<file path="src/design/delta_escape_series_encoder_assert.svh">
// Assertion macros shared by the encoder modules.
`ifndef DELTA_ESCAPE_SERIES_ENCODER_ASSERT_SVH
`define DELTA_ESCAPE_SERIES_ENCODER_ASSERT_SVH

`ifndef ASSERT_OFF
`define DESE_ASSERT(name, clk, rst_n, prop) \
  name: assert property (@(posedge clk) disable iff (!rst_n) (prop)) \
    else $error("dese assertion failed");
`define DESE_NEVER(name, clk, rst_n, cond) \
  name: assert property (@(posedge clk) disable iff (!rst_n) !(cond)) \
    else $error("dese forbidden condition");
`else
`define DESE_ASSERT(name, clk, rst_n, prop)
`define DESE_NEVER(name, clk, rst_n, cond)
`endif

`endif

</file>
<file path="src/design/dese_pkg.sv">
// Types and constants of the delta escape series encoder.
`timescale 1ns / 1ps
package dese_pkg;

  localparam int MAX_SAMPLES = 500;
  localparam int MAX_BYTES   = 9;
  localparam int QUEUE_DEPTH = 2;
  localparam int LEN_W       = 4;

  localparam logic [7:0] ESC_BYTE = 8'h7F;
  localparam logic [7:0] CH_D     = 8'h44;
  localparam logic [7:0] CH_R     = 8'h52;
  localparam logic [7:0] CH_L     = 8'h4C;
  localparam logic [7:0] CH_ONE   = 8'h31;
  localparam logic [7:0] CH_TWO   = 8'h32;

  typedef enum logic [1:0] {
    REG_FORMAT   = 2'd0,
    REG_MASK     = 2'd1,
    REG_COUNT    = 2'd2,
    REG_CAPACITY = 2'd3
  } reg_idx_e;

  typedef struct packed {
    logic        fmt;
    logic [3:0]  mask;
    logic [8:0]  count;
    logic [15:0] capacity;
  } cfg_t;

  typedef struct packed {
    logic [MAX_BYTES-1:0][7:0] bytes;
    logic [LEN_W-1:0]          len;
    logic                      ends_frame;
    logic                      ovf;
  } entry_t;

endpackage

</file>
<file path="src/design/dese_front.sv">
// Front end: frame tracking, header and delta coding into byte words.
`timescale 1ns / 1ps
module dese_front import dese_pkg::*; (
  input  logic        clk_i,
  input  logic        rst_ni,
  input  cfg_t        cfg_i,
  input  logic        s_valid_i,
  output logic        s_ready_o,
  input  logic [15:0] s_data_i,
  input  logic        full_i,
  output logic        push_o,
  output entry_t      entry_o
);

  logic [15:0] prev_q, prev_d;
  logic [8:0]  sidx_q, sidx_d;
  logic [2:0]  ser_q, ser_d;
  logic [15:0] bw_q, bw_d;
  logic        abort_q, abort_d;

  logic [8:0]  n0, n;
  logic [2:0]  nser;
  logic        empty, first, accept;
  logic [15:0] bw_base;
  logic        ab_base;
  logic [16:0] delta;
  logic        fits_byte;
  logic [MAX_BYTES-1:0][7:0] hdr;
  logic [3:0][7:0] pay;
  logic [LEN_W-1:0] hl, plen, len, pidx;
  logic        last_series, last_frame;
  logic [16:0] total;

  assign s_ready_o = !full_i;
  assign accept    = s_valid_i && !full_i;

  always_comb begin
    n0 = (cfg_i.count == 9'd0) ? 9'd1 : cfg_i.count;
    n  = ({7'd0, n0} > 16'(MAX_SAMPLES)) ? 9'(MAX_SAMPLES) : n0;
    if (cfg_i.fmt) begin
      nser = 3'(cfg_i.mask[0]) + 3'(cfg_i.mask[1]) + 3'(cfg_i.mask[2]) + 3'(cfg_i.mask[3]);
    end else begin
      nser = 3'd2;
    end
    empty = cfg_i.fmt && (nser == 3'd0);
    first = empty || ((sidx_q == 9'd0) && (ser_q == 3'd0));
    bw_base = first ? 16'd0 : bw_q;
    ab_base = first ? 1'b0 : abort_q;

    hdr    = '0;
    hdr[0] = CH_D;
    hdr[1] = CH_R;
    hdr[2] = CH_L;
    if (cfg_i.fmt) begin
      hdr[3] = CH_TWO;
      hdr[4] = {4'd0, cfg_i.mask};
      hdr[5] = {7'd0, n[8]};
      hdr[6] = n[7:0];
    end else begin
      hdr[3] = CH_ONE;
      hdr[4] = {7'd0, n[8]};
      hdr[5] = n[7:0];
    end
    hl = first ? (cfg_i.fmt ? LEN_W'(7) : LEN_W'(6)) : '0;

    delta = {s_data_i[15], s_data_i} - {prev_q[15], prev_q};
    fits_byte = ($signed(delta) >= -17'sd127) && ($signed(delta) <= 17'sd126);
    pay = '0;
    if (empty) begin
      plen = '0;
    end else if (sidx_q == 9'd0) begin
      pay[0] = s_data_i[15:8];
      pay[1] = s_data_i[7:0];
      plen   = LEN_W'(2);
    end else if (fits_byte) begin
      pay[0] = delta[7:0];
      plen   = LEN_W'(1);
    end else begin
      pay[0] = ESC_BYTE;
      pay[1] = delta[15:8];
      pay[2] = delta[7:0];
      plen   = LEN_W'(3);
    end
    len = hl + plen;

    entry_o = '0;
    for (int k = 0; k < MAX_BYTES; k++) begin
      pidx = LEN_W'(k) - hl;
      if (LEN_W'(k) < hl) begin
        entry_o.bytes[k] = hdr[k];
      end else if (pidx < plen) begin
        entry_o.bytes[k] = pay[pidx[1:0]];
      end
    end

    last_series = empty || ({1'b0, sidx_q} + 10'd1 >= {1'b0, n});
    last_frame  = empty || (last_series && ({1'b0, ser_q} + 4'd1 >= {1'b0, nser}));
    total = {1'b0, bw_base} + 17'(len);

    prev_d  = empty ? prev_q : s_data_i;
    sidx_d  = last_series ? 9'd0 : sidx_q + 9'd1;
    ser_d   = last_series ? (last_frame ? 3'd0 : ser_q + 3'd1) : ser_q;
    bw_d    = bw_base;
    abort_d = ab_base;
    push_o  = 1'b0;
    entry_o.len        = len;
    entry_o.ends_frame = last_frame;
    entry_o.ovf        = 1'b0;
    if (!ab_base) begin
      push_o = accept;
      if (total > {1'b0, cfg_i.capacity}) begin
        abort_d            = 1'b1;
        entry_o.bytes      = '0;
        entry_o.len        = LEN_W'(1);
        entry_o.ends_frame = 1'b0;
        entry_o.ovf        = 1'b1;
      end else begin
        bw_d = total[15:0];
      end
    end
    if (last_frame) begin
      abort_d = 1'b0;
    end
  end

  always_ff @(posedge clk_i or negedge rst_ni) begin
    if (!rst_ni) begin
      prev_q  <= '0;
      sidx_q  <= '0;
      ser_q   <= '0;
      bw_q    <= '0;
      abort_q <= 1'b0;
    end else if (accept) begin
      prev_q  <= prev_d;
      sidx_q  <= sidx_d;
      ser_q   <= ser_d;
      bw_q    <= bw_d;
      abort_q <= abort_d;
    end
  end

endmodule

</file>
<file path="src/design/dese_queue.sv">
// Short word queue between the front end and the byte serializer.
`timescale 1ns / 1ps
`include "delta_escape_series_encoder_assert.svh"
module dese_queue import dese_pkg::*; #(
  parameter int DEPTH = QUEUE_DEPTH
) (
  input  logic   clk_i,
  input  logic   rst_ni,
  input  logic   push_i,
  input  entry_t data_i,
  output logic   full_o,
  input  logic   pop_i,
  output logic   empty_o,
  output entry_t head_o
);

  localparam int PW = (DEPTH > 1) ? $clog2(DEPTH) : 1;
  localparam int CW = $clog2(DEPTH + 1);

  entry_t          mem_q [DEPTH];
  logic [PW-1:0]   wr_q, rd_q;
  logic [CW-1:0]   cnt_q;

  assign full_o  = (cnt_q == CW'(DEPTH));
  assign empty_o = (cnt_q == '0);
  assign head_o  = mem_q[rd_q];

  always_ff @(posedge clk_i) begin
    if (push_i) begin
      mem_q[wr_q] <= data_i;
    end
  end

  always_ff @(posedge clk_i or negedge rst_ni) begin
    if (!rst_ni) begin
      wr_q  <= '0;
      rd_q  <= '0;
      cnt_q <= '0;
    end else begin
      if (push_i) begin
        wr_q <= (wr_q == PW'(DEPTH - 1)) ? '0 : wr_q + PW'(1);
      end
      if (pop_i) begin
        rd_q <= (rd_q == PW'(DEPTH - 1)) ? '0 : rd_q + PW'(1);
      end
      if (push_i && !pop_i) begin
        cnt_q <= cnt_q + CW'(1);
      end else if (pop_i && !push_i) begin
        cnt_q <= cnt_q - CW'(1);
      end
    end
  end

  `DESE_NEVER(a_no_push_full, clk_i, rst_ni, push_i && full_o)
  `DESE_NEVER(a_no_pop_empty, clk_i, rst_ni, pop_i && empty_o)

endmodule

</file>
<file path="src/design/dese_back.sv">
// Back end: serializes queued words one byte per cycle while the sink is ready.
`timescale 1ns / 1ps
`include "delta_escape_series_encoder_assert.svh"
module dese_back import dese_pkg::*; (
  input  logic       clk_i,
  input  logic       rst_ni,
  input  entry_t     head_i,
  input  logic       empty_i,
  output logic       pop_o,
  output logic       m_valid_o,
  input  logic       m_ready_i,
  output logic [7:0] m_data_o,
  output logic       m_last_o,
  output logic [1:0] m_user_o
);

  entry_t           ent_q;
  logic             busy_q;
  logic [LEN_W-1:0] idx_q;
  logic             last, take, done;

  assign last      = (idx_q == ent_q.len - LEN_W'(1));
  assign m_valid_o = busy_q;
  assign m_data_o  = ent_q.bytes[idx_q];
  assign m_last_o  = last && ent_q.ends_frame;
  assign m_user_o  = {ent_q.ovf, last};
  assign take      = busy_q && m_ready_i;
  assign done      = !busy_q || (take && last);
  assign pop_o     = done && !empty_i;

  always_ff @(posedge clk_i) begin
    if (pop_o) begin
      ent_q <= head_i;
    end
  end

  always_ff @(posedge clk_i or negedge rst_ni) begin
    if (!rst_ni) begin
      busy_q <= 1'b0;
      idx_q  <= '0;
    end else if (pop_o) begin
      busy_q <= 1'b1;
      idx_q  <= '0;
    end else if (done) begin
      busy_q <= 1'b0;
    end else if (take) begin
      idx_q <= idx_q + LEN_W'(1);
    end
  end

  `DESE_ASSERT(a_len_range, clk_i, rst_ni,
    busy_q |-> (ent_q.len != '0 && ent_q.len <= LEN_W'(MAX_BYTES)))
  `DESE_ASSERT(a_idx_in_word, clk_i, rst_ni, busy_q |-> (idx_q < ent_q.len))
  `DESE_ASSERT(a_ovf_single, clk_i, rst_ni,
    (busy_q && ent_q.ovf) |-> (ent_q.len == LEN_W'(1) && !m_last_o))

endmodule

</file>
<file path="src/design/delta_escape_series_encoder.sv">
// Delta escape series encoder: 16-bit samples in, DRL1/DRL2 coded bytes out, one
// byte per cycle while the sink is ready. A sample is accepted every cycle while the
// word queue has room; each sample becomes 0 to 9 bytes (typically 1, 3 for an escaped
// delta, plus a 6- or 7-byte header on the first sample of a frame), so the sustained
// sample rate is set by the single-byte output serializer. tuser carries item_last
// (bit 0) and overflow (bit 1); tlast marks the frame end. The user must write the
// registers over APB only while the stream is idle; the block does not enforce this.
`timescale 1ns / 1ps
module delta_escape_series_encoder import dese_pkg::*; #(
  parameter int QDEPTH = QUEUE_DEPTH
) (
  input  logic        clk_i,
  input  logic        rst_ni,
  input  logic        psel,
  input  logic        penable,
  input  logic        pwrite,
  input  logic [3:0]  paddr,
  input  logic [31:0] pwdata,
  output logic [31:0] prdata,
  output logic        pready,
  input  logic        s_axis_tvalid_i,
  output logic        s_axis_tready_o,
  input  logic [15:0] s_axis_tdata_i,   // [15:0] sample_value
  output logic        m_axis_tvalid_o,
  input  logic        m_axis_tready_i,
  output logic [7:0]  m_axis_tdata_o,   // [7:0] out_byte
  output logic        m_axis_tlast_o,   // frame_end
  output logic [1:0]  m_axis_tuser_o    // [0] item_last, [1] overflow
);

  cfg_t     cfg_q;
  reg_idx_e widx;
  logic     wr_en;
  logic     push, full, pop, empty;
  entry_t   push_data, head;

  assign pready = 1'b1;
  assign widx   = reg_idx_e'(paddr[3:2]);
  assign wr_en  = psel && penable && pwrite;

  always_ff @(posedge clk_i or negedge rst_ni) begin
    if (!rst_ni) begin
      cfg_q.fmt      <= 1'b0;
      cfg_q.mask     <= 4'd3;
      cfg_q.count    <= 9'd500;
      cfg_q.capacity <= 16'hFFFF;
    end else if (wr_en) begin
      case (widx)
        REG_FORMAT:   cfg_q.fmt      <= pwdata[0];
        REG_MASK:     cfg_q.mask     <= pwdata[3:0];
        REG_COUNT:    cfg_q.count    <= pwdata[8:0];
        REG_CAPACITY: cfg_q.capacity <= pwdata[15:0];
        default:      ;
      endcase
    end
  end

  always_comb begin
    case (widx)
      REG_FORMAT:   prdata = {31'd0, cfg_q.fmt};
      REG_MASK:     prdata = {28'd0, cfg_q.mask};
      REG_COUNT:    prdata = {23'd0, cfg_q.count};
      REG_CAPACITY: prdata = {16'd0, cfg_q.capacity};
      default:      prdata = '0;
    endcase
  end

  dese_front u_front (
    .clk_i     (clk_i),
    .rst_ni    (rst_ni),
    .cfg_i     (cfg_q),
    .s_valid_i (s_axis_tvalid_i),
    .s_ready_o (s_axis_tready_o),
    .s_data_i  (s_axis_tdata_i),
    .full_i    (full),
    .push_o    (push),
    .entry_o   (push_data)
  );

  dese_queue #(.DEPTH(QDEPTH)) u_queue (
    .clk_i   (clk_i),
    .rst_ni  (rst_ni),
    .push_i  (push),
    .data_i  (push_data),
    .full_o  (full),
    .pop_i   (pop),
    .empty_o (empty),
    .head_o  (head)
  );

  dese_back u_back (
    .clk_i     (clk_i),
    .rst_ni    (rst_ni),
    .head_i    (head),
    .empty_i   (empty),
    .pop_o     (pop),
    .m_valid_o (m_axis_tvalid_o),
    .m_ready_i (m_axis_tready_i),
    .m_data_o  (m_axis_tdata_o),
    .m_last_o  (m_axis_tlast_o),
    .m_user_o  (m_axis_tuser_o)
  );

endmodule

</file>
<file path="config.mk">
export PLATFORM = sky130hd
export DESIGN_NAME = delta_escape_series_encoder
export DESIGN_NICKNAME = d
export VERILOG_FILES = /design/src/design/dese_pkg.sv /design/src/design/dese_front.sv /design/src/design/dese_queue.sv /design/src/design/dese_back.sv /design/src/design/delta_escape_series_encoder.sv
export VERILOG_INCLUDE_DIRS = /design/src /design/src/design
export SDC_FILE = /design/constraint.sdc
export NUM_CORES = 1
export LEC_CHECK = 0
export ABC_AREA = 0
export BUFFER_PORTS_ARGS = -buffer_cell sky130_fd_sc_hd__buf_2
export CAP_MARGIN = 20
export CORE_ASPECT_RATIO = 0.7
export CORE_MARGIN = 5
export CORE_UTILIZATION = 41
export CTS_CLUSTER_DIAMETER = 150
export DETAILED_ROUTE_END_ITERATION = 16
export GPL_TIMING_DRIVEN = 0
export PLACE_DENSITY = 0.61
export SETUP_SLACK_MARGIN = 0.2
export SLEW_MARGIN = 15
export SYNTH_ARGS = -nofsm -noshare
export SYNTH_HDL_FRONTEND = slang
export SYNTH_SLANG_ARGS = --single-unit
</file>
<file path="constraint.sdc">
create_clock -name clk_i -period 8.55 [get_ports clk_i]
set_input_delay 0.4275 -clock clk_i [delete_from_list [all_inputs] [get_ports clk_i]]
set_output_delay 0.4275 -clock clk_i [all_outputs]
set_load 0.05 [all_outputs]
</file>
==> flow_metrics.py, run 1 <==
metrics = {
    "outcome": {
        "run_status": "finished, final reports clean",
    },
    "yosys": {
        "synth.area.mux_share_pct": 11.0,
        "synth.area.top_cells": "edfxtp_1, dfrtp_1, mux2_2, ha_1, dfstp_2",
        "ys_ff_latch": 318,
        "syn_inst": 1271,
        "async_flop_share_pct": 26.4,
        "synth_largest_area_cell": "edfxtp_1",
        "synth_edf_count": 234,
        "synth-compound-area-share_pct": 9.72,
        "ys.flop_type": "edfxtp_1",
        "yosys.area_share.simple_pct": 10.6,
        "synthAdderAreaFrac_pct": 5.28,
        "yosys.cell_types.count": 76,
        "ys_seq_area_share_pct": 57.3,
        "synth_xor_xnor_area_share_pct": 2.35,
        "syn_area_sq_mm": 0.0160,
        "synth_top_family_by_area": "multiplexers",
        "yosysTopAreaCellShare_pct": 44.0,
        "synth_warnings": 0,
        "avgSynthCellArea_sq_um": 12.6,
    },
    "clock_network": {
        "clk_latency_ns": 0.60,
        "path_clk_slew_ns": 0.06,
        "clk_path_buf_depth": 3,
        "cts_buffers": 31,
        "cts_tree": "built",
        "cts_sinks": 318,
        "clock_tree.root_cell": "clkbuf_16",
        "htree_levels": 1,
    },
    "detailed_routing": {
        "drt-initial-drc-count": 1036,
        "routed_wl_microns": 41000,
        "wl_per_cell_microns": 20.8,
        "final_antenna_net_count": 0,
        "first_pass_iters": 5,
        "num_vias": 10800,
        "drcViolationCount": 0,
        "avgViaCountPerCell": 5.48,
    },
    "die": {
        "die_w_microns": 246,
        "start_util_pct": 41.6,
        "die_area_sq_mm": 0.0431,
        "fp.dieH_microns": 175,
        "num_rows": 60,
        "pin_count": 105,
        "core_sq_mm": 0.0384,
    },
    "global_routing": {
        "gr-total-overflow": 0,
        "gr-usage-all-layers_pct": 18.8,
        "grt_max_degree": 62,
        "grt_pass1_vias": 10400,
        "antenna_found_initial": 1,
        "grt_pass1_wl_microns": 62700,
    },
    "timing": {
        "min_period_ns": 8.04,
        "worst_slew_pin_slew_ns": 0.941,
        "worst_clock_skew_ns": 0.0279,
        "max_clock_freq_mhz": 124,
        "hold_viol": 0,
        "report.final.slew_viol_count": 0,
        "period_share_pct": 94.1,
        "grt_setup_unrepaired": "yes",
        "fin_ws_ns": 0.506,
        "setup_violations": 0,
        "slew_headroom_pct": 36.4,
    },
    "critical_path": {
        "crit_type": "register to register",
        "start_kind": "register",
        "crit_required_ns": 8.89,
        "crit_path_max_fanout": 11,
        "crit_path_end_kind": "register",
        "cpMaxStageDelayCell": "fa_2",
        "arrival_ns": 8.38,
        "critPathMaxStageDelay_ns": 0.60,
    },
    "cells_and_area": {
        "stdcell_count": 1977,
        "layout_commonest_cell": "edfxtp_1",
        "stdcell_area_sq_mm": 0.0186,
        "syn_to_final_growth_pct": 16.6,
        "seq_area_sq_mm": 0.00916,
        "layout-drive-gt1-share_pct": 26.4,
        "final_cell_mix": "edfxtp_1, mux2_2, nand2_1",
        "nFillCells": 3469,
        "multi_input_area_sq_mm": 0.00656,
        "fin_nets": 1548,
    },
    "power_and_ir_drop": {
        "ir_worst_vdd_mv": 0.238,
        "leakagePower_nw": 7.32,
        "powerDensity_mw_per_mm2": 398,
    },
    "worst_hold_path": {
        "hold_class": "input pin to register",
    },
    "placement": {
        "port_buffers": 69,
        "hpwl_microns": 29800,
        "dpl_cell_area_sq_mm": 0.0173,
        "place_ws_ns": -1.17,
        "dp_cells": 1904,
        "gp_congestion": 0.897,
    },
    "flow_run": {
        "cap_violations": 0,
    },
}
final cells by class:
class	count	area share [%]
flip-flops and latches	318	49.2
multi-input cells	852	35.2
inverters	65	1.34
clock inverters	16	1.00
repair buffers	89	3.21
well taps	527	3.54
clock buffers	42	4.60
plain buffers	67	1.96
diodes	1	0.0134
per-stage QoR:
stage | hold WS (ns) | power, mW | setup TNS [ns] | utilization [%]
5_1_grt | 0.0243 | 7.84 | 0 | 48.5
4_1_cts | 0.00883 | 7.26 | 0 | 47.8
3_3_place_gp | 0.468 | 5.73 | -137.65 | 44.5
3_5_place_dp | 0.450 | 5.80 | -56.45 | 44.9
2_1_floorplan | 0.132 | 4.77 | 0 | -
6_report | 0.0384 | 7.41 | 0 | 48.5
Yosys cell counts, types with 4 or more instances:
| cell | n |
|---|---|
| nand3_1 | 31 |
| o22ai_1 | 4 |
| a311o_1 | 6 |
| nand3b_1 | 8 |
| o211ai_1 | 5 |
| clkbuf_1 | 32 |
| mux4_2 | 17 |
| a21oi_1 | 49 |
| and2_1 | 13 |
| inv_1 | 63 |
| nor2_1 | 85 |
| fa_1 | 4 |
| and3_1 | 14 |
| o21ai_0 | 73 |
| nor3_1 | 15 |
| buf_2 | 5 |
| xnor2_1 | 19 |
| o41ai_1 | 6 |
| nand4_1 | 13 |
| nand2_1 | 94 |
| a21o_1 | 21 |
| o21ai_1 | 7 |
| dfrtp_1 | 60 |
| or3_1 | 8 |
| buf_1 | 8 |
| xor2_1 | 22 |
| o31ai_1 | 8 |
| ha_1 | 61 |
| edfxtp_1 | 234 |
| buf_4 | 19 |
| nand2b_1 | 6 |
| mux2i_1 | 16 |
| mux2_2 | 108 |
| a31oi_1 | 4 |
| a31o_2 | 5 |
| a22o_1 | 17 |
| dfstp_2 | 24 |
| o21a_1 | 4 |
| nor2b_1 | 18 |
| nor4_1 | 4 |
flip-flops by register name, summed over array words and instances (netlist names):
name	count
u_back.ent_q	77
cfg_q	30
u_back.m_valid_o	1
u_front.sidx_q	9
u_queue.rd_q	1
u_front.ser_q	3
u_queue.cnt_q	2
u_front.bw_q	16
u_queue.wr_q	1
u_queue.mem_q	156
u_front.prev_q	16
u_front.abort_q	1
u_back.idx_q	4
u_back.m_user_o	1
layer usage:
layer  GRT usage [%]  wire length, microns  vias to the layer above
met5               0                     0                        -
met4            3.07                   589                        0
met3            3.82                  2990                       46
met2            26.2                 16900                      372
met1            30.4                 20500                     5422
li1                -                     -                     4988
worst paths after layout:
check | startpoint | endpoint | slack (ns) | depth (start not counted)
max | u_front.prev_q[8]$_DFFE_PN0P_ | u_queue.mem_q[1][77]$_DFFE_PP_ | 0.51 | 31
min | pwdata[11] | cfg_q[11]$_DFFE_PN1P_ | 0.04 | 3
max reg2reg | u_front.prev_q[8]$_DFFE_PN0P_ | u_queue.mem_q[1][77]$_DFFE_PP_ | 0.51 | 31
min reg2reg | u_front.bw_q[2]$_DFFE_PN0P_ | u_front.bw_q[2]$_DFFE_PN0P_ | 0.50 | 1
max in group asynchronous | rst_ni | cfg_q[18]$_DFFE_PN1P_ | 7.48 | 3
min in group asynchronous | rst_ni | u_front.bw_q[11]$_DFFE_PN0P_ | 0.34 | 2
power breakdown:
part / internal, mW / switching [mW]
clock network: 0.799 / 0.618
logic: 1.27 / 2.20
registers: 2.35 / 0.172
critical path: cells and delay by family (launching register included):
kind / cells / cell delay, ns
compound gates: 11 / 2.18
xor+xnor: 1 / 0.31
fa+ha+maj: 4 / 1.39
buf+inv: 5 / 0.57
flops: 1 / 0.34
simple gates: 10 / 2.97
cell families (layout without fill, tap and decap cells):
family          after synthesis  count (layout)
xor+xnor                     42              42
other cells                   2              34
fa+ha+maj                    65              65
simple gates                336             336
buf+inv                     132             279
flops                       318             318
mux                         141             141
compound gates              235             235
what timing repair did:
item | CTS | global route
setup endpoints to repair | 148 | 130
buffers inserted | 2 | 11
pin swaps | 2 | 10
hold endpoints to repair | 35 | 0
gates resized for setup | 13 | 45
hold buffers | 1 | 0
Power figures use the tool's default switching activity.
==> run 2: changes to the inputs <==
--- a/config.mk
+++ b/config.mk
@@ -16,6 +16,7 @@
 export DETAILED_ROUTE_END_ITERATION = 16
 export GPL_TIMING_DRIVEN = 0
 export PLACE_DENSITY = 0.61
+export REMOVE_ABC_BUFFERS = 1
 export SETUP_SLACK_MARGIN = 0.2
 export SLEW_MARGIN = 15
 export SYNTH_ARGS = -nofsm -noshare
==> run 2 against run 1 <==
Compared with the run above:
- die area did not move
- register-to-register slack improved by 0.07 ns
- worst setup slack better by 0.067 ns
- largest cell class unchanged
- clock-buffer cell count shrank 1
==> flow_metrics.py, run 2 (synthesized netlist as in run 1, its figures left out) <==
metrics = {
    "critical_path": {
        "critical_path.top_delay_family": "simple AND/OR/NAND/NOR gates",
        "startpoint": "u_front.prev_q[8]$_DFFE_PN0P_",
        "cp-endpoint": "u_queue.mem_q[1][24]$_DFFE_PP_",
        "arrival_ns": 8.33,
        "start_kind": "register",
        "cpMaxStageDelayCell": "fa_2",
        "path_common_cell": "ha_1",
        "worst_r2r_path_depth": 36,
        "crit_path_end_kind": "register",
        "crit_buf_inv": 4,
        "r2r_setup_slack_ns": 0.57,
        "critPathMaxStageDelay_ns": 0.61,
        "crit_path_max_fanout": 10,
        "crit_cells": 36,
        "r2r-end": "u_queue.mem_q[1][24]$_DFFE_PP_",
        "crit_required_ns": 8.91,
        "crit_type": "register to register",
        "reg2reg_from": "u_front.prev_q[8]$_DFFE_PN0P_",
    },
    "die": {
        "core_sq_mm": 0.0384,
        "start_util_pct": 41.6,
        "die_area_sq_mm": 0.0431,
        "num_rows": 60,
        "pin_count": 105,
        "die_w_microns": 246,
        "fp.dieH_microns": 175,
    },
    "global_routing": {
        "grt_util_met2_pct": 25.3,
        "gr-total-overflow": 0,
        "grt_pass1_vias": 9948,
        "grt_max_degree": 59,
        "grt_pass1_wl_microns": 61200,
        "met1_usage_pct": 28.8,
        "grtUsageMet3_pct": 5.06,
        "gr-usage-all-layers_pct": 18.3,
        "globalRoute.busiestLayer": "met1",
        "antenna_found_initial": 1,
    },
    "detailed_routing": {
        "wl_per_cell_microns": 20.9,
        "routed_wl_microns": 40200,
        "drt-initial-drc-count": 962,
        "avgViaCountPerCell": 5.44,
        "drcViolationCount": 0,
        "first_pass_iters": 5,
        "num_vias": 10500,
        "final_antenna_net_count": 0,
    },
    "cells_and_area": {
        "nFillCells": 3444,
        "largestRegisters": "u_queue.mem_q x156, u_back.ent_q x77, cfg_q x30",
        "layout_commonest_cell": "edfxtp_1",
        "n_antenna_cell": 0,
        "final_cell_mix": "edfxtp_1, mux2_2, nand2_1",
        "syn_to_final_growth_pct": 16.5,
        "largest_reg_flops": 156,
        "layout-drive-gt1-share_pct": 26.5,
        "stdcell_count": 1925,
        "final_core_util_pct": 48.4,
        "fin_nets": 1496,
        "top_register": "u_queue.mem_q",
    },
    "power_and_ir_drop": {
        "pwr-share-clk_pct": 20.4,
        "finalPower_mw": 7.61,
        "sw_frac_of_total_pct": 39.6,
        "p_int_mw": 4.60,
        "p_switching_mw": 3.01,
        "leakagePower_nw": 7.24,
        "powerDensity_mw_per_mm2": 409,
        "ir_worst_vdd_mv": 0.202,
        "combPwrFrac_pct": 45.2,
        "p_seq_share_pct": 34.4,
    },
    "placement": {
        "hpwl_microns": 27900,
        "gp_congestion": 0.846,
        "dp_cells": 1843,
        "port_buffers": 69,
    },
    "timing": {
        "slew_headroom_pct": 28.2,
        "max_clock_freq_mhz": 125,
        "whs_ns": 0.119,
        "worst_clock_skew_ns": 0.0134,
        "worst_slew_pin_slew_ns": 1.07,
        "hold_viol": 0,
        "grt_setup_unrepaired": "no",
        "setup_violations": 0,
        "period_share_pct": 93.3,
        "min_period_ns": 7.98,
        "report.final.slew_viol_count": 0,
    },
    "clock_network": {
        "path_clk_slew_ns": 0.07,
        "cts_buffers": 35,
        "cts_tree": "built",
        "htree_levels": 2,
        "cts_sinks": 318,
        "clock_tree.root_cell": "clkbuf_16",
        "clk_latency_ns": 0.53,
        "clk_path_buf_depth": 3,
    },
    "outcome": {
        "run_status": "finished, final reports clean",
    },
    "worst_hold_path": {
        "hold_class": "input pin to register",
    },
    "flow_run": {
        "cap_violations": 0,
    },
}
==> run 2: cell count changes in the layout (fill, tap and decap cells not counted), moves of 4 or more <==
cell       change
clkbuf_1      -29
buf_4         -17
buf_1          -8
clkinv_1       +6
buf_2          -5
clkbuf_16      +5
clkbuf_8       -4
==> run 2: what timing repair did <==
item / CTS / global route
pin swaps: 5 / 4
setup buffers: 11 / 5
gates resized for setup: 34 / 24
gates cloned: 2 / 0
setup endpoints to repair: 157 / 120
hold buffers: 1 / 0
hold endpoints to repair: 26 / 0
==> run 2: per-layer routing <==
layer  part of all wire (%)  vias to the layer above
li1                       -                     4884
met1                     49                     5205
met2                     41                      332
met3                    8.3                       49
met4                    1.6                        2
met5                  0.050                        -
==> run 2: metrics by stage <==
stage	setup TNS (ns)	worst slack [ns]	instance area (sq um)
2_1_floorplan	0	0.741	15700
3_3_place_gp	-386.23	-2.56	16800
3_5_place_dp	-298.02	-2.77	17000
4_1_cts	0	0.234	18500
5_1_grt	0	0.217	18600
6_report	0	0.573	18600
==> run 2: worst min path at each step <==
stage                                              from                            end  slack (ns)  cells past startpoint
after floorplan                                  rst_ni          cfg_q[16]$_DFFE_PN0P_        0.13                      0
after global placement    u_front.prev_q[0]$_DFFE_PN0P_  u_front.prev_q[0]$_DFFE_PN0P_        0.47                      2
after detailed placement                         rst_ni       u_queue.rd_q$_DFFE_PN0P_        0.39                      1
after CTS                                    pwdata[15]          cfg_q[15]$_DFFE_PN1P_        0.10                      3
after global routing                         pwdata[15]          cfg_q[15]$_DFFE_PN1P_        0.11                      3
final                                        pwdata[15]          cfg_q[15]$_DFFE_PN1P_        0.12                      3
==> run 2: layout make-up <==
type / count / area, sq um / area share [%]
Timing Repair inverter: 1 / 5.00 / 0.0269
Multi-Input combinational cell: 853 / 6600 / 35.5
Timing Repair Buffer: 98 / 753 / 4.05
Inverter: 65 / 259 / 1.39
Tap cell: 527 / 659 / 3.54
Clock buffer: 41 / 920 / 4.94
Clock inverter: 22 / 254 / 1.36
Sequential cell: 318 / 9160 / 49.2
==> run 2: power groups by stage <==
stage	clock (mW)	combinational, mW	sequential, mW
after floorplan	0	2.12	2.61
after global placement	0	2.91	2.75
after detailed placement	0	3.10	2.66
after CTS	1.58	3.33	2.63
after global routing	1.66	3.71	2.67
final	1.55	3.44	2.62
==> run 2: worst register-to-register path, delay by kind of cell (launching register included) <==
family                   cells  cell delay [ns]
adder cells (fa/ha/maj)      4             1.53
AO/OA/AOI/OAI               12             2.42
AND/OR/NAND/NOR             15             2.92
flip-flops                   1             0.34
buffers and inverters        4             0.44
XOR/XNOR                     1             0.20
==> run 3: changes to the inputs <==
==> constraint.sdc (replaced) <==
create_clock -name clk_i -period 9 [get_ports clk_i]
set_input_delay 0.45 -clock clk_i [delete_from_list [all_inputs] [get_ports clk_i]]
set_output_delay 0.45 -clock clk_i [all_outputs]
set_load 0.05 [all_outputs]
==> run 3 against run 2 <==
Compared with the run above:
- worst setup slack got worse by 0.022 ns
- sequential share of layout area increased by 0.46 points
- first-iteration DRC count decreased by 5.3%
- sequential cell count unchanged
- cell count decreased by 0.47%
- wire length decreased by 0.58%
- critical path depth decreased by 3
- die area unchanged
- clock-buffer cell count unchanged
- clock power decreased by 5%
- largest power group unchanged
- highest routed layer unchanged
==> flow_metrics.py, run 3 (synthesized netlist as in run 1, its figures left out) <==
metrics = {
    "timing": {
        "worst_clock_skew_ns": 0.0147,
        "max_clock_freq_mhz": 118,
        "grt_setup_unrepaired": "no",
        "min_period_ns": 8.45,
        "slew_headroom_pct": 28.5,
        "setup_tns_ns": 0,
        "worst_slew_pin_slew_ns": 1.06,
        "report.final.slew_viol_count": 0,
        "setup_violations": 0,
        "period_share_pct": 93.9,
        "fin_ws_ns": 0.552,
        "whs_ns": 0.142,
        "hold_viol": 0,
    },
    "placement": {
        "dp_cells": 1843,
        "dpl_cell_area_sq_mm": 0.0170,
        "port_buffers": 69,
        "hpwl_microns": 27900,
        "place_ws_ns": -2.32,
        "gp_congestion": 0.846,
    },
    "die": {
        "num_rows": 60,
        "start_util_pct": 41.6,
        "die_w_microns": 246,
        "die_area_sq_mm": 0.0431,
        "pin_count": 105,
        "core_sq_mm": 0.0384,
        "fp.dieH_microns": 175,
    },
    "detailed_routing": {
        "drcViolationCount": 0,
        "wl_per_cell_microns": 20.8,
        "final_antenna_net_count": 0,
        "routed_wl_microns": 39900,
        "drt-initial-drc-count": 911,
        "first_pass_iters": 5,
        "num_vias": 10400,
        "avgViaCountPerCell": 5.44,
    },
    "worst_hold_path": {
        "hold_class": "input pin to register",
        "min_from": "pwdata[15]",
    },
    "critical_path": {
        "path_common_cell": "ha_1",
        "start_kind": "register",
        "critPathMaxStageDelay_ns": 0.61,
        "startpoint": "u_front.prev_q[8]$_DFFE_PN0P_",
        "reg2reg_from": "u_front.prev_q[8]$_DFFE_PN0P_",
        "arrival_ns": 8.70,
        "cpMaxStageDelayCell": "fa_2",
        "crit_path_end_kind": "register",
        "crit_type": "register to register",
        "crit_required_ns": 9.25,
        "crit_path_max_fanout": 17,
    },
    "cells_and_area": {
        "layout-drive-gt1-share_pct": 24.8,
        "nFillCells": 3463,
        "top_register": "u_queue.mem_q",
        "final_core_util_pct": 48.0,
        "largestRegisters": "u_queue.mem_q x156, u_back.ent_q x77, cfg_q x30",
        "final_cell_mix": "edfxtp_1, mux2_2, nand2_1",
        "stdcell_count": 1916,
        "n_antenna_cell": 0,
        "layout_commonest_cell": "edfxtp_1",
        "largest_reg_flops": 156,
        "fin_nets": 1487,
        "syn_to_final_growth_pct": 15.4,
        "stdcell_area_sq_mm": 0.0184,
    },
    "global_routing": {
        "gr-total-overflow": 0,
        "grt_pass1_wl_microns": 60700,
        "grt_pass1_vias": 9875,
        "gr-usage-all-layers_pct": 18.2,
        "grt_max_degree": 59,
        "antenna_found_initial": 1,
    },
    "clock_network": {
        "clk_path_buf_depth": 3,
        "cts_sinks": 318,
        "htree_levels": 2,
        "path_clk_slew_ns": 0.06,
        "clk_latency_ns": 0.52,
        "cts_tree": "built",
        "clock_tree.root_cell": "clkbuf_16",
        "cts_buffers": 35,
    },
    "power_and_ir_drop": {
        "p_int_mw": 4.29,
        "leakagePower_nw": 7.17,
        "p_switching_mw": 2.81,
        "combPwrFrac_pct": 44.3,
        "pwr-share-clk_pct": 20.7,
        "powerDensity_mw_per_mm2": 385,
        "ir_worst_vdd_mv": 0.186,
        "finalPower_mw": 7.11,
        "p_seq_share_pct": 35.0,
        "sw_frac_of_total_pct": 39.6,
    },
    "outcome": {
        "run_status": "finished, final reports clean",
    },
    "flow_run": {
        "cap_violations": 0,
    },
}
## run 3: path summary, 6_finish.rpt
kind	endpoint	slack, ns	cells after the start
max	u_queue.mem_q[0][58]$_DFFE_PP_	0.55	33
min	cfg_q[15]$_DFFE_PN1P_	0.14	3
max reg2reg	u_queue.mem_q[0][58]$_DFFE_PP_	0.55	33
min reg2reg	u_front.prev_q[0]$_DFFE_PN0P_	0.48	2
max in group asynchronous	cfg_q[0]$_DFFE_PN1P_	7.89	3
min in group asynchronous	u_queue.rd_q$_DFFE_PN0P_	0.41	2
## run 3: power groups by stage
stage / clock network (mW) / registers [mW] / logic (mW)
3_5_place_dp: 0 / 2.52 / 2.95
3_3_place_gp: 0 / 2.61 / 2.77
2_1_floorplan: 0 / 2.48 / 2.01
6_report: 1.47 / 2.49 / 3.15
5_1_grt: 1.57 / 2.53 / 3.41
4_1_cts: 1.50 / 2.49 / 3.04
## run 3: layout make-up
type                       instances  area [sq um]  share of cell area, %
sequential                       318          9160                   49.7
multi-input combinational        853          6510                   35.3
clock buffer                      41           920                   4.99
timing repair buffer              89           673                   3.65
tap                              527           659                   3.58
clock inverter                    22           254                   1.38
inverter                          65           254                   1.38
timing repair inverter             1          5.00                 0.0271
## run 3: critical path, delay by kind of cell, from the launching register on
| family | cells | cell delay [ns] |
|---|---|---|
| xor gates and xnor gates | 1 | 0.28 |
| DFF | 1 | 0.34 |
| AOI/OAI and AO/OA | 12 | 2.84 |
| adders and majority gates | 4 | 1.52 |
| buffers and inverters | 3 | 0.44 |
| and+or+nand+nor | 13 | 2.77 |
## run 3: what timing repair did
action                                 CTS  global route
gates cloned                             2             0
endpoints found under the hold margin   26             0
hold buffers                             1             0
buffers inserted                         5             2
resized for setup                       17            18
pin swaps                                3             5
setup endpoints to repair              157            78
## run 3: metal layers
layer	share of wire, %	vias up	global-route usage, %	routed length (microns)
met1	49	5184	28.9	19500
met2	41	314	24.7	16400
met3	8.3	49	4.92	3320
met4	1.6	2	4.14	653
li1	-	4867	-	-
met5	0.050	-	0	20
